==> src/hdl/rect_circle_fill_rasterizer_assert.svh <==
// ----------------------------------------------------------------------------
// Assertion macros for the rectangle/circle fill rasterizer
// ----------------------------------------------------------------------------
`ifndef RECT_CIRCLE_FILL_RASTERIZER_ASSERT_SVH
`define RECT_CIRCLE_FILL_RASTERIZER_ASSERT_SVH

// Consequent must hold in the same cycle as the antecedent.
`define RCF_ASSERT_NOW(label, ante, cons, msg) \
  label: assert property (@(posedge clk) disable iff (rst) (ante) |-> (cons)) \
    else $error(msg);

// Consequent must hold in the cycle after the antecedent.
`define RCF_ASSERT_NEXT(label, ante, cons, msg) \
  label: assert property (@(posedge clk) disable iff (rst) (ante) |=> (cons)) \
    else $error(msg);

`endif

==> src/hdl/rcf_pkg.sv <==
// ----------------------------------------------------------------------------
// rcf_pkg
// Shared constants, types and helpers of the rectangle/circle fill rasterizer.
// ----------------------------------------------------------------------------
package rcf_pkg;

  localparam int MAX_WIDTH   = 64;
  localparam int MAX_HEIGHT  = 64;
  localparam int STORE_DEPTH = MAX_WIDTH * MAX_HEIGHT;
  localparam int ADDR_W      = $clog2(STORE_DEPTH);

  // Coordinates after classification are non-negative and below 2*128
  localparam int CRD_W  = 9;
  localparam int R2_W   = 2 * CRD_W;
  localparam int REG_W  = 7;
  localparam int COLOR_W = 32;

  localparam int QUEUE_DEPTH = 4;
  localparam int QPTR_W      = $clog2(QUEUE_DEPTH);

  localparam logic [REG_W-1:0] SIZE_RESET = REG_W'(64);

  typedef enum logic [1:0] {
    MODE_RECT   = 2'd0,
    MODE_CIRCLE = 2'd1,
    MODE_FILL   = 2'd2,
    MODE_READ   = 2'd3
  } mode_t;

  typedef enum logic [1:0] {
    KIND_REJECT = 2'd0,
    KIND_PAINT  = 2'd1,
    KIND_READ   = 2'd2
  } kind_t;

  // Classified command as held in the queue
  typedef struct packed {
    kind_t              kind;
    logic               circle;
    logic [CRD_W-1:0]   x0;
    logic [CRD_W-1:0]   x1;
    logic [CRD_W-1:0]   y0;
    logic [CRD_W-1:0]   y1;
    logic [CRD_W-1:0]   cx;
    logic [CRD_W-1:0]   cy;
    logic [CRD_W-1:0]   w;
    logic [R2_W-1:0]    r2;
    logic [ADDR_W-1:0]  base;   // first row address for paint, pixel address for read
    logic [COLOR_W-1:0] color;
  } cmd_t;

  // Saturate a size register into 1..max
  function automatic logic [CRD_W-1:0] eff_size(input logic [REG_W-1:0] v,
                                                input logic [CRD_W-1:0] max);
    logic [CRD_W-1:0] ext;
    ext = CRD_W'(v);
    if (ext == '0) return CRD_W'(1);
    if (ext > max) return max;
    return ext;
  endfunction

endpackage

==> src/hdl/rcf_cmd_fifo.sv <==
// ----------------------------------------------------------------------------
// rcf_cmd_fifo
// Short queue of classified commands between the front and back ends.
// ----------------------------------------------------------------------------
module rcf_cmd_fifo (
  input  logic          clk,
  input  logic          rst,
  input  logic          push,
  input  rcf_pkg::cmd_t push_cmd,
  input  logic          pop,
  output rcf_pkg::cmd_t head,
  output logic          empty,
  output logic          full
);

  rcf_pkg::cmd_t                slots [rcf_pkg::QUEUE_DEPTH];
  logic [rcf_pkg::QPTR_W-1:0]   wr_ptr;
  logic [rcf_pkg::QPTR_W-1:0]   rd_ptr;
  logic [rcf_pkg::QPTR_W:0]     count;

  assign empty = (count == '0);
  assign full  = (count == (rcf_pkg::QPTR_W+1)'(rcf_pkg::QUEUE_DEPTH));
  assign head  = slots[rd_ptr];

  always_ff @(posedge clk) begin
    if (push) begin
      slots[wr_ptr] <= push_cmd;
    end
  end

  always_ff @(posedge clk) begin
    if (rst) begin
      wr_ptr <= '0;
      rd_ptr <= '0;
      count  <= '0;
    end else begin
      if (push) wr_ptr <= wr_ptr + 1'b1;
      if (pop)  rd_ptr <= rd_ptr + 1'b1;
      case ({push, pop})
        2'b10:   count <= count + 1'b1;
        2'b01:   count <= count - 1'b1;
        default: count <= count;
      endcase
    end
  end

endmodule

==> config.mk <==
export PLATFORM = sky130hd
export DESIGN_NAME = rcf_cmd_fifo
export DESIGN_NICKNAME = d
export VERILOG_FILES = /design/src/hdl/rect_circle_fill_rasterizer_assert.svh /design/src/hdl/rcf_pkg.sv /design/src/hdl/rcf_cmd_fifo.sv
export SDC_FILE = /design/constraint.sdc
export NUM_CORES = 1
export LEC_CHECK = 0
export BUFFER_PORTS_ARGS = -buffer_cell sky130_fd_sc_hd__buf_2
export CAP_MARGIN = 20
export CORE_ASPECT_RATIO = 1.75
export CORE_UTILIZATION = 42
export DETAILED_ROUTE_END_ITERATION = 12
export MAX_ROUTING_LAYER = met4
export PLACE_DENSITY = 0.68
export RECOVER_POWER = 100
export SYNTH_ARGS = -nofsm -noshare
export SYNTH_HDL_FRONTEND = slang
export SYNTH_SLANG_ARGS = --single-unit
export TNS_END_PERCENT = 50
==> constraint.sdc <==
create_clock -name clk -period 5 [get_ports clk]
set_input_delay 1 -clock clk [delete_from_list [all_inputs] [get_ports clk]]
set_output_delay 1 -clock clk [all_outputs]
set_load 0.03 [all_outputs]
==> impl_results.md <==
- Critical Path End Type: primary output
- First-pass GRT wire length: 55.0 mm
- Clock Latency Late Sink: 0.54 ns
- Synth Cell Area: 0.0190 sq mm
- WS Path Type: reg2out
- Beginning of the worst hold path: count[2]$_SDFFE_PP0P_
- Max frequency: 241 MHz
- Syn. warnings: 0
- Netlist cell types: 21
- Syn_nets: 853
- Outcome: finished with violations
- Post-CTS Setup Bufs: 0
- RSZ-0062 raised after global routing: no
- Synth area leaders: edfxtp_1 81%, mux4_2 15%, buf_12 1.1%, dfxtp_1 0.95%, buf_2 0.34%
- Most common cell in the synthesized netlist: edfxtp_1
- Die W: 163 um
- First-pass DRT Iterations: 4
- Synthesis-to-finish area growth: 16.4%
- TritonCTS clock tree: done
- Total Die Area: 0.0461 sq mm
- Synth Register Bits: 521
- Pwr Density: 440 mW/mm^2
- Routed WL: between 30 and 40 mm
- Cell count after synthesis: 715
- GPL Wtd Cong: 0.741
- Final setup vio count: 0
- Avg WL per Cell: 22.6 um
- Syn Area/Cell: 26.6 sq um
- DRC violations left: 0
- Vias: 8370
- Core ar.: 0.0444 sq mm
- Clock transition at path regs: ~0.07 ns
- Rel. slew slack: -70.4%
- # port buffers: 261
- Initial antenna violation count: 7
- Gr usage total: between 10% and 20%
- Maximum root-to-sink buffer count: 3
- Post-synth EDFFs: about 510
- Actual slew at the worst max-slew pin: 2.55 ns
- Post-CTS Resized: 0
- Final min period: between 4 and 5 ns
- Top cell type's share of synthesized area: 80.9%
- Largest net degree at the start of global routing: 71
- Fin Setup TNS: 0 ns
- Hpwl dp: 22.5 mm
- R2R cell count: 4
- Quantity of hold-fixing buffers added after cts: 0
- GRT Residual Overflow: 0
- Worst Path Arrival: 3.14 ns
- Starting density of the core: 42.8%
- Root buffer cell: clkbuf_16
- Fin crit share: ~83%
- CP Max Fanout: 55
- Number of I/O pins: 262
- Main flop type after synthesis: edfxtp_1
- Hold Path Class: reg2reg
- Ys async rst share: 0%
- Max cap viols: 5
- Final nets: 1146
- Num CTS Buffers: 46
- Drt via density: 5.16
- Most instantiated cells after synthesis: 512 x edfxtp_1, 128 x mux4_2, 13 x buf_2, 10 x buf_12, 9 x dfxtp_1
- Number of H-tree levels: 2
- Skew final: 0.0138 ns
- Via count of the first global-routing pass: 9279
- Post-Layout Cell Count: around 1600
- Hold Crit Endpoint: count[2]$_SDFFE_PP0P_
- Die height: approximately 280 um
- Detail Route Antenna Nets: 0
- Hold Fails Final Rpt: 0
- Leak pwr: 6.75 nW
- Cell taking the most area after synthesis: edfxtp_1
- Reg-to-reg endpoint: slots[2][9]$_DFFE_PP_
- WP data required: 4.00 ns
- 1st-iter DRT viols: 489
- Post-synthesis sequential area ratio: 81.8%
- Fraction of layout cells with a size suffix above 1: 20.9%
- Worst r2r src: wr_ptr[0]$_SDFFE_PP0P_
- Slew Limit Fails: 172
- CTS sink count: 521
- Hold path depth: 2
- Failing checks: capacitance limit, slew limit
- Rows: between 100 and 150
- R2R setup slack: 1.23 ns
- Peak supply drop: 305 uV
- Post-placement cell count: 1532
- Setup crit start kind: flip-flop
## metrics by stage
stage	setup slack [ns]	area (sq um)	power (mW)	hold slack (ns)	utilization, %
3_3_place_gp	1.95	20900	6.32	0.488	47.1
6_report	0.859	22100	9.72	0.498	49.8
4_1_cts	1.33	22400	9.91	0.504	50.5
3_5_place_dp	1.94	20900	6.34	0.498	47.1
5_1_grt	0.647	22100	10.1	0.562	49.8
2_1_floorplan	0.565	19000	5.99	0.467	-
## sequential cells by signal, summed over array words and instances, names as in the netlist, named ones only
signal  flops
count       3
wr_ptr      2
rd_ptr      2
slots     512
## worst max-delay path, stage by stage (launching register included)
cell and delay (ns):
dfxtp_2 1.44, buf_4 0.51, mux4_2 0.25, clkbuf_1 0.35
## power breakdown
part           leakage, nW  total (mW)  switching [mW]  internal (mW)
clock network        0.736        3.55            1.48           2.07
registers             4.78        5.09          0.0711           5.02
logic                 1.24        1.08           0.726          0.352
total                 6.75        9.72            2.28           7.44
## how the worst max path moves through the flow
stage | start | to | slack [ns]
final | flip-flop | head[114] | 0.86
after global routing | flip-flop | head[112] | 0.65
after CTS | flip-flop | head[33] | 1.33
after detailed placement | flip-flop | head[33] | 1.94
after global placement | flip-flop | head[5] | 1.95
after floorplan | push | slots[0][0]$_DFFE_PP_ | 0.57
## cell families after synthesis
group	count (synthesis)	share of synthesized area, %
buffers and inverters	35	1.79
AO/OA/AOI/OAI	3	0.0790
adder cells (fa/ha/maj)	6	0.435
XOR/XNOR	5	0.230
multiplexers	129	15.2
AND/OR/NAND/NOR	16	0.402
flip-flops	521	81.8
## area by class of cell
cell class / instances / area (sq um)
Fill cell: 3681 / 22300
Sequential cell: 521 / 15600
Multi-Input combinational cell: 159 / 3110
Clock buffer: 56 / 1240
Timing Repair Buffer: 274 / 1170
Tap cell: 572 / 716
Clock inverter: 26 / 287
Inverter: 6 / 22.5
Antenna cell: 7 / 17.5
## layout by cell type (no fill, tap or decap)
cell / count
inv_6: 1
xor2_1: 3
clkinv_2: 5
ha_1: 5
clkbuf_2: 3
a21oi_1: 2
nor3_1: 1
mux2i_1: 1
and3_1: 1
or3_1: 1
dfxtp_4: 1
buf_4: 3
bufinv_16: 6
xnor2_1: 2
nor2_1: 8
clkinv_1: 9
diode_2: 7
inv_1: 6
dfxtp_1: 7
nand2_1: 1
buf_12: 7
dfxtp_2: 1
clkbuf_1: 259
edfxtp_1: 512
mux4_2: 128
and2_0: 4
o21ai_0: 1
clkinvlp_4: 4
clkbuf_8: 3
clkinv_4: 1
fa_1: 1
buf_2: 8
clkbuf_16: 47
## routing by layer
metal | routed length, um | part of all wire [%] | vias up | track usage, %
met5 | 0 | 0 | - | -
met4 | 1200 | 3.3 | 0 | 6.92
met3 | 1920 | 5.2 | 75 | 3.24
met2 | 20500 | 56 | 233 | 29.8
met1 | 13000 | 36 | 4391 | 17.6
li1 | - | - | 3671 | -
No activity file was read; power rests on OpenSTA's default activity.
