===== src/hdl/rect_circle_fill_rasterizer_assert.svh =====
// ----------------------------------------------------------------------------
// Assertion macros for the rectangle/circle fill rasterizer
// ----------------------------------------------------------------------------
`ifndef RECT_CIRCLE_FILL_RASTERIZER_ASSERT_SVH
`define RECT_CIRCLE_FILL_RASTERIZER_ASSERT_SVH

// Consequent must hold in the same cycle as the antecedent.
`define RCF_ASSERT_NOW(label, ante, cons, msg) \
  label: assert property (@(posedge clk) disable iff (rst) (ante) |-> (cons)) \
    else $error(msg);

// Consequent must hold in the cycle after the antecedent.
`define RCF_ASSERT_NEXT(label, ante, cons, msg) \
  label: assert property (@(posedge clk) disable iff (rst) (ante) |=> (cons)) \
    else $error(msg);

`endif


===== src/hdl/rcf_pkg.sv =====
// ----------------------------------------------------------------------------
// rcf_pkg
// Shared constants, types and helpers of the rectangle/circle fill rasterizer.
// ----------------------------------------------------------------------------
package rcf_pkg;

  localparam int MAX_WIDTH   = 64;
  localparam int MAX_HEIGHT  = 64;
  localparam int STORE_DEPTH = MAX_WIDTH * MAX_HEIGHT;
  localparam int ADDR_W      = $clog2(STORE_DEPTH);

  // Coordinates after classification are non-negative and below 2*128
  localparam int CRD_W  = 9;
  localparam int R2_W   = 2 * CRD_W;
  localparam int REG_W  = 7;
  localparam int COLOR_W = 32;

  localparam int QUEUE_DEPTH = 4;
  localparam int QPTR_W      = $clog2(QUEUE_DEPTH);

  localparam logic [REG_W-1:0] SIZE_RESET = REG_W'(64);

  typedef enum logic [1:0] {
    MODE_RECT   = 2'd0,
    MODE_CIRCLE = 2'd1,
    MODE_FILL   = 2'd2,
    MODE_READ   = 2'd3
  } mode_t;

  typedef enum logic [1:0] {
    KIND_REJECT = 2'd0,
    KIND_PAINT  = 2'd1,
    KIND_READ   = 2'd2
  } kind_t;

  // Classified command as held in the queue
  typedef struct packed {
    kind_t              kind;
    logic               circle;
    logic [CRD_W-1:0]   x0;
    logic [CRD_W-1:0]   x1;
    logic [CRD_W-1:0]   y0;
    logic [CRD_W-1:0]   y1;
    logic [CRD_W-1:0]   cx;
    logic [CRD_W-1:0]   cy;
    logic [CRD_W-1:0]   w;
    logic [R2_W-1:0]    r2;
    logic [ADDR_W-1:0]  base;   // first row address for paint, pixel address for read
    logic [COLOR_W-1:0] color;
  } cmd_t;

  // Saturate a size register into 1..max
  function automatic logic [CRD_W-1:0] eff_size(input logic [REG_W-1:0] v,
                                                input logic [CRD_W-1:0] max);
    logic [CRD_W-1:0] ext;
    ext = CRD_W'(v);
    if (ext == '0) return CRD_W'(1);
    if (ext > max) return max;
    return ext;
  endfunction

endpackage


===== src/hdl/rcf_front.sv =====
// ----------------------------------------------------------------------------
// rcf_front
// Accepts drawing commands, runs the bounds check and turns each mode into a
// box walk or a pixel read for the back end.
// ----------------------------------------------------------------------------
module rcf_front (
  input  logic                          in_valid,
  output logic                          in_ready,
  input  logic [1:0]                    mode,
  input  logic signed [7:0]             start_x,
  input  logic signed [7:0]             start_y,
  input  logic signed [7:0]             end_x,
  input  logic signed [7:0]             end_y,
  input  logic [rcf_pkg::COLOR_W-1:0]   paint_color,
  input  logic [rcf_pkg::CRD_W-1:0]     eff_w,
  input  logic [rcf_pkg::CRD_W-1:0]     eff_h,
  input  logic                          q_full,
  input  logic                          clearing,
  output logic                          push,
  output rcf_pkg::cmd_t                 cmd
);

  logic                        any_neg;
  logic                        read_neg;
  logic [rcf_pkg::CRD_W-1:0]   sx, sy, ex, ey;
  logic [rcf_pkg::CRD_W-1:0]   x_lo, x_hi, y_lo, y_hi;
  logic [rcf_pkg::CRD_W-1:0]   side, rad, y_end;
  logic                        box_bad;
  logic                        read_bad;
  logic [rcf_pkg::R2_W-1:0]    rad_sq;
  logic [rcf_pkg::R2_W-1:0]    row_prod;
  logic [rcf_pkg::R2_W-1:0]    rd_prod;
  rcf_pkg::mode_t              md;

  assign md = rcf_pkg::mode_t'(mode);

  assign in_ready = !q_full && !clearing;
  assign push     = in_valid && in_ready;

  assign sx = rcf_pkg::CRD_W'(start_x[6:0]);
  assign sy = rcf_pkg::CRD_W'(start_y[6:0]);
  assign ex = rcf_pkg::CRD_W'(end_x[6:0]);
  assign ey = rcf_pkg::CRD_W'(end_y[6:0]);

  assign any_neg  = start_x[7] || start_y[7] || end_x[7] || end_y[7];
  assign read_neg = start_x[7] || start_y[7];
  assign box_bad  = any_neg || (sx >= eff_w) || (ex >= eff_w) ||
                    (sy >= eff_h) || (ey >= eff_h);
  assign read_bad = read_neg || (sx >= eff_w) || (sy >= eff_h);

  assign x_lo = (sx > ex) ? ex : sx;
  assign x_hi = (sx > ex) ? sx : ex;
  assign y_lo = (sy > ey) ? ey : sy;
  assign y_hi = (sy > ey) ? sy : ey;

  // Circle: square of side x_hi-x_lo, rows past the frame dropped
  assign side   = x_hi - x_lo;
  assign rad    = side >> 1;
  assign rad_sq = rad * rad;
  assign y_end  = ((y_lo + side) > eff_h) ? eff_h : (y_lo + side);

  assign row_prod = y_lo * eff_w;
  assign rd_prod  = sy * eff_w;

  always_comb begin
    cmd        = '0;
    cmd.color  = paint_color;
    cmd.w      = eff_w;
    cmd.cx     = x_lo + rad;
    cmd.cy     = y_lo + rad;
    cmd.r2     = rad_sq;
    case (md)
      rcf_pkg::MODE_RECT, rcf_pkg::MODE_CIRCLE: begin
        cmd.kind   = box_bad ? rcf_pkg::KIND_REJECT : rcf_pkg::KIND_PAINT;
        cmd.circle = (md == rcf_pkg::MODE_CIRCLE);
        cmd.x0     = x_lo;
        cmd.x1     = x_hi;
        cmd.y0     = y_lo;
        cmd.y1     = (md == rcf_pkg::MODE_CIRCLE) ? y_end : y_hi;
        cmd.base   = row_prod[rcf_pkg::ADDR_W-1:0];
      end
      rcf_pkg::MODE_FILL: begin
        cmd.kind = rcf_pkg::KIND_PAINT;
        cmd.x1   = eff_w;
        cmd.y1   = eff_h;
      end
      default: begin
        cmd.kind = read_bad ? rcf_pkg::KIND_REJECT : rcf_pkg::KIND_READ;
        cmd.base = rcf_pkg::ADDR_W'(rd_prod[rcf_pkg::ADDR_W-1:0] + rcf_pkg::ADDR_W'(sx));
      end
    endcase
  end

endmodule


===== config.mk =====
export PLATFORM = sky130hd
export DESIGN_NAME = rcf_front
export DESIGN_NICKNAME = d
export VERILOG_FILES = /design/src/hdl/rect_circle_fill_rasterizer_assert.svh /design/src/hdl/rcf_pkg.sv /design/src/hdl/rcf_front.sv
export SDC_FILE = /design/constraint.sdc
export NUM_CORES = 1
export LEC_CHECK = 0
export BUFFER_PORTS_ARGS = -buffer_cell sky130_fd_sc_hd__buf_4
export CAP_MARGIN = 0
export CORE_MARGIN = 10
export CORE_UTILIZATION = 45
export DETAILED_ROUTE_END_ITERATION = 16
export GPL_TIMING_DRIVEN = 0
export PLACE_DENSITY_LB_ADDON = 0.1
export SYNTH_ARGS = -nofsm -noshare
export SYNTH_HDL_FRONTEND = slang
export SYNTH_SLANG_ARGS = --single-unit

===== constraint.sdc =====
create_clock -name vclk -period 9.5
set_clock_uncertainty 0.1 [all_clocks]
set_input_delay 1.9 -clock vclk [all_inputs]
set_output_delay 1.9 -clock vclk [all_outputs]
set_load 0.02 [all_outputs]

==> results of run 1 <==
[synthesized netlist by cell type (6+ instances only)]
library cell | count | area share
inv_1 | 181 | 0.081
ha_1 | 149 | 0.22
nand2_1 | 102 | 0.046
fa_1 | 90 | 0.21
nor2_1 | 71 | 0.032
a21oi_1 | 49 | 0.029
buf_4 | 49 | 0.044
and2_1 | 45 | 0.033
o21ai_0 | 43 | 0.026
xnor2_1 | 40 | 0.042
a21o_1 | 36 | 0.032
clkbuf_1 | 28 | 0.013
nor2b_1 | 28 | 0.021
xor2_1 | 21 | 0.022
nand2b_1 | 13 | 0.0097
mux2i_1 | 11 | 0.013
o21bai_1 | 11 | 0.0098
o22ai_1 | 9 | 0.0067
nand3_1 | 8 | 0.0048
o21a_1 | 8 | 0.0071
mux2_2 | 7 | 0.0094
a211o_1 | 6 | 0.0063
nor3_1 | 6 | 0.0036
[through the flow]
step                      instance area, sq um  TNS, ns
after floorplan                           8620    -1.09
after global placement                   10200   -17.36
after detailed placement                 10200   -18.12
after CTS                                11200    -2.38
after global routing                     11600    -7.38
final                                    11600    -3.68
[cell type report]
class,count,area [sq um],area share
buffer,77,499,0.0429
inverter,184,719,0.0619
multi-input combinational,827,7890,0.678
tap,229,287,0.0246
timing repair buffer,279,2240,0.192
[worst max-delay path, delay by kind of cell]
family | cells | cell delay [ns]
compound gates | 10 | 1.87
buf+inv | 6 | 0.55
fa+ha+maj | 7 | 2.56
xor+xnor | 2 | 0.40
simple gates | 6 | 0.94
[what timing repair did]
action	4_1_cts	5_1_grt
pin swaps	58	58
endpoints found under the hold margin	0	0
setup buffers	66	35
cloned	0	1
setup endpoints to repair	26	21
hold buffers	0	0
gates resized for setup	98	49
[per-layer routing]
metal  GRT usage  part of all wire  wire (um)  vias up
li1            -                 -          -     4059
met1       0.296              0.44      12500     4057
met2       0.354              0.45      12900      346
met3      0.0567             0.092       2610       38
met4      0.0333             0.018        516        0
met5           0                 0          0        -
[worst max-delay path by stage]
stage / to / slack (ns)
after floorplan: cmd[58] / -0.36
after global placement: cmd[58] / -1.25
after detailed placement: cmd[58] / -1.32
after CTS: cmd[58] / -0.57
after global routing: cmd[58] / -0.93
final: cmd[58] / -0.71
[power by group]
group | internal, mW | total [mW] | switching, mW
Combinational | 2.21 | 4.52 | 2.31
Clock | 0 | 0 | 0
Sequential | 0 | 0 | 0
Total | 2.21 | 4.52 | 2.31
[cells by family (layout without fill, tap and decap cells)]
family                   count (synthesis)  count (layout)  share of synthesized area
AO/OA/AOI/OAI                          211             211                      0.167
buffers and inverters                  264             540                      0.140
AND/OR/NAND/NOR                        288             288                      0.165
multiplexers                            18              18                     0.0225
other                                    1               8                   0.000446
XOR/XNOR                                63              63                     0.0689
adder cells (fa/ha/maj)                239             239                      0.436
==> flow_summary_export.csv, run 1 <==
group,metric,value,unit
run_status,run_status,"finished, violations left",
run_status,violated_checks,"setup timing",
yosys,synth_cell_types,60,
global_routing,grt_pass1_vias,8576,
setup_path,setup.worst_path.start_class,"primary input",
global_routing,grt_max_degree,13,
yosys,synth_warnings,0,
min_path,worstHoldEndpoint,"cmd[6]",
layout,nets,1695,
layout,area.sequential,0,sq um
layout,layout-drive-gt1-share,0.339,
layout,clkbuf_count,0,
timing,worst_slew_margin_rel,0.473,
setup_path,critical_path.slowest_cell,"fa_1",
pwr,power.leakage,6.17,nW
placement,placement.setup.worst_slack,-1.32,ns
timing,hold_violations,0,
timing,setup_repair_after_global_routing_missed_its_margin,"true",
routing,detail_route.vias_per_cell,5.33,
timing,finalWorstSetupSlack,-0.709,ns
setup_path,crit_fanout,4,
layout,fillerInstances,1639,
timing,max_slew.worst_pin.slew,0.790,ns
global_routing,grt_antenna_before_repair,0,
floorplanning,floorplan.die_area,24500,sq um
placement,gp_congestion,0.916,
pwr,vdd_ir_drop_max,0.793,mV
routing,post_detailed_route_wirelength_per_cell,17.9,um
job,max_cap_viol,0,
placement,placement.io_buffers,177,
setup_path,cp_slowest_stage_delay,0.51,ns
yosys,seq_area_frac_synth,0,
yosys,syn-mean-instance-area,7.75,sq um
timing,finalHoldWorstSlack,3.90,ns
yosys,postSynthCellCount,1084,
global_routing,global_route.overflow_total,0,
routing,route.antenna.remaining_nets,0,
timing,maxClockFrequency,0.0980,GHz
pwr,design_power_total,4.52,mW
routing,drt_wl_total,28500,um
setup_path,worst-endpoint-arrival,8.21,ns
placement,detailedPlacementHpwl,22300,um
layout,commonest_non_fill_non_tap_cells_in_the_layout,"buf_4 (307), inv_1 (158), ha_1 (130)",
timing,finalSetupViolations,9,
layout,nFlopsAndLatches,0,
floorplanning,rows,49,
setup_path,cpMostUsedCell,"fa_1",
placement,dpl.cell_count,1497,
routing,drt_pass1_iterations,5,
floorplanning,core_area,18100,sq um
layout,area_growth_syn_to_layout,38.4,%
layout,fin_util,0.641,
routing,drc_errors,0,
yosys,netlist_area,8410,sq um
timing,finalWorstPathRequiredPeriod,10.21,ns
setup_path,cp-end-kind,"output pin",
global_routing,grt_pass1_wl,44300,um
global_routing,globalRouteTotalUtil,0.220,
min_path,hold_path_depth,2,
setup_path,timing_worst_setup_path_type,"primary input to output pin",
min_path,hp-class,"primary input to output pin",
layout,commonest_non_fill_non_tap_cell_in_the_layout,"buf_4",
routing,drt_iter0_drc,348,
layout,instances_no_fill,1596,
floorplanning,die_width,157,um
floorplanning,start_util,0.463,
min_path,holdCritStartpoint,"paint_color[6]",
floorplanning,io-pin-count,217,
timing,drv_slew,0,
timing,min_period_over_period,1.07,
setup_path,worst_setup_path_startpoint,"end_x[4]",
setup_path,worst-endpoint-required,7.50,ns
floorplanning,fp.dieH,157,um
layout,antenna-diode-count,0,
pwr,powerDensity,389,nW/um^2
routing,routed-via-count,8500,
(Power assumes the default switching activity.)
==> run 2, diff against run 1 <==
--- a/config.mk
+++ b/config.mk
@@ -5,6 +5,7 @@
 export SDC_FILE = /design/constraint.sdc
 export NUM_CORES = 1
 export LEC_CHECK = 0
+export ABC_AREA = 1
 export BUFFER_PORTS_ARGS = -buffer_cell sky130_fd_sc_hd__buf_4
 export CAP_MARGIN = 0
 export CORE_MARGIN = 10
==> constraint.sdc (replaced) <==
create_clock -name vclk -period 9.5
set_clock_uncertainty 0.1 [all_clocks]
set_input_delay 1.425 -clock vclk [all_inputs]
set_output_delay 1.425 -clock vclk [all_outputs]
set_load 0.02 [all_outputs]
==> run 2 against run 1 <==
The run now ends clean. Core utilization shrank 8.1 points. Non-clock buffer count shrank 95. Highest routed layer unchanged. Power shrank 11%. Critical path depth grew 6. Hold slack lost 0.95 ns. First-iteration DRC count grew 9.5%. Sequential share of layout area is the same. Flip-flop and latch count is the same. Clock-buffer cell count is the same. Cell area shrank 9.1%.
==> flow_summary_export.csv, run 2 <==
group,metric,value,unit
run_status,run_status,"completed",
layout,area.sequential,0,sq um
min_path,hp-class,"primary input to output pin",
floorplanning,floorplan.die_area,25400,sq um
yosys,synth_warnings,0,
global_routing,grt_antenna_before_repair,0,
setup_path,cpMostUsedCell,"nand2_2",
layout,clkbuf_count,0,
layout,fillerInstances,1979,
routing,detail_route.vias_per_cell,4.99,
placement,placement.io_buffers,177,
timing,max_slew.worst_pin.slew,0.882,ns
floorplanning,fp.dieH,159,um
global_routing,globalRouteTotalUtil,0.202,
timing,finalHoldWorstSlack,2.95,ns
layout,antenna-diode-count,0,
timing,maxClockFrequency,0.110,GHz
layout,nets,1808,
routing,routed-via-count,8682,
setup_path,cp_slowest_stage_delay,0.54,ns
layout,area_growth_syn_to_layout,21.0,%
timing,hold_violations,0,
pwr,vdd_ir_drop_max,0.453,mV
floorplanning,rows,50,
floorplanning,die_width,159,um
layout,commonest_non_fill_non_tap_cell_in_the_layout,"inv_1",
timing,finalSetupViolations,0,
layout,nFlopsAndLatches,0,
timing,setup_repair_after_global_routing_missed_its_margin,"true",
min_path,holdCritStartpoint,"paint_color[20]",
pwr,design_power_total,4.03,mW
routing,post_detailed_route_wirelength_per_cell,15.5,um
routing,drt_iter0_drc,381,
pwr,powerDensity,381,nW/um^2
job,max_cap_viol,0,
yosys,library_cell_occupying_the_most_area_in_the_post_synthesis_netlist,"ha_1",
yosys,synthMostInstantiatedCell,"inv_1",
floorplanning,io-pin-count,217,
floorplanning,core_area,18900,sq um
timing,min_period_over_period,0.958,
global_routing,grt_max_degree,14,
setup_path,cp-end-kind,"output pin",
setup_path,critical_path.slowest_cell,"fa_1",
setup_path,worst-endpoint-arrival,7.57,ns
global_routing,global_route.overflow_total,0,
pwr,switching_power,2.36,mW
clocking,cts_hold_buf,0,
setup_path,setup.worst_path.start_class,"primary input",
floorplanning,start_util,0.462,
pwr,switching_share,0.585,
min_path,hold_path_depth,2,
setup_path,crit_fanout,13,
yosys,synth_cell_types,53,
yosys,post_synth_most_frequent_cells,"inv_1 (283), nand2_1 (274), ha_1 (149)",
setup_path,worst-endpoint-required,7.98,ns
layout,multiInputGateArea,7260,sq um
routing,drt_pass1_iterations,5,
layout,fin_util,0.560,
timing,finalWorstPathRequiredPeriod,9.10,ns
min_path,worstHoldEndpoint,"cmd[20]",
yosys,syn-mean-instance-area,6.77,sq um
pwr,power.leakage,6.27,nW
global_routing,grt_pass1_vias,8401,
setup_path,timing_worst_setup_path_type,"primary input to output pin",
global_routing,grt_pass1_wl,43500,um
layout,commonest_non_fill_non_tap_cells_in_the_layout,"inv_1 (283), nand2_1 (273), buf_4 (233)",
yosys,seq_area_frac_synth,0,
pwr,power_frac_seq,0,
yosys,netlist_area,8740,sq um
routing,drt_wl_total,26900,um
yosys,yosysTopAreaCellShare,0.213,
timing,drv_slew,0,
layout,layout-drive-gt1-share,0.205,
routing,drc_errors,0,
timing,worst_slew_margin_rel,0.406,
placement,detailedPlacementHpwl,23500,um
pwr,power_report.internal_total,1.67,mW
pwr,pwr-share-clk,0,
routing,route.antenna.remaining_nets,0,
pwr,power_frac_comb,1.000,
placement,gp_congestion,0.927,
yosys,top_cells_by_area_in_the_synthesized_netlist,"ha_1 (21%), fa_1 (21%), inv_1 (12%)",
yosys,postSynthCellCount,1291,
## run 2: cell types whose count changed after synthesis, moves of 21 or more
cell / previous run / this run
xnor2_1: 40 / 10
and2_1: 45 / 1
nor2b_1: 28 / 0
a21o_1: 36 / 6
nand3_1: 8 / 45
inv_1: 181 / 283
nand2_1: 102 / 274
nand2_2: 0 / 21
## run 2: how the worst max path moves through the flow
stage / start / endpoint / slack (ns) / cells after the start
floorplan: end_x[2] / cmd[58] / 0.93 / 36
global placement: start_y[0] / cmd[41] / -0.04 / 29
detailed placement: start_y[0] / cmd[41] / -0.05 / 29
CTS: end_x[5] / cmd[58] / 0.08 / 33
global route: end_x[2] / cmd[58] / -0.03 / 38
finish: end_x[6] / cmd[58] / 0.40 / 37
## run 2: cell type report
class / instances / area share
timing repair buffer: 183 / 0.130
multi-input combinational: 927 / 0.687
inverter: 292 / 0.104
buffer: 78 / 0.0485
tap: 260 / 0.0308
## run 2: critical path, delay by kind of cell
family,cells,cell delay [ns]
simple gates,18,1.90
compound gates,3,0.48
buf+inv,9,0.82
fa+ha+maj,7,2.91
## run 2: power by group through the flow
stage / Clock (mW) / Sequential [mW] / Combinational [mW]
after global placement: 0 / 0 / 3.85
final: 0 / 0 / 4.03
after floorplan: 0 / 0 / 2.67
after global routing: 0 / 0 / 4.51
after detailed placement: 0 / 0 / 3.88
after CTS: 0 / 0 / 3.93
## run 2: repair_timing
action | 4_1_cts | 5_1_grt
buffers inserted | 0 | 6
setup endpoints to repair | 3 | 8
pin swaps | 0 | 3
gates resized for setup | 3 | 20
## run 2: per-stage QoR
stage                     setup TNS [ns]  instances  setup slack (ns)  cell area, sq um
after detailed placement         -0.0450       1735           -0.0450             10400
after global routing             -0.0426       1740           -0.0313             10600
after global placement           -0.0356       1735           -0.0356             10400
after floorplan                        0       1298             0.930              8760
final                                  0       1740             0.403             10600
after CTS                              0       1735            0.0798             10400
## run 2: kinds of logic (layout without fill, tap and decap cells)
group                    after synthesis  after routing  synth area share
adder cells (fa/ha/maj)              239            239             0.420
AO/OA/AOI/OAI                        166            166             0.114
buffers and inverters                371            553             0.184
XOR/XNOR                              49             49            0.0541
AND/OR/NAND/NOR                      465            465             0.228
other                                  1              8          0.000429
## run 2: layer usage
metal  routed length (um)  track usage  vias to the layer above
met5                    0            0                        -
met3                 1910       0.0297                       12
met4                  160       0.0122                        0
met1                12800        0.289                     4060
met2                12100        0.327                      282
li1                     -            -                     4328
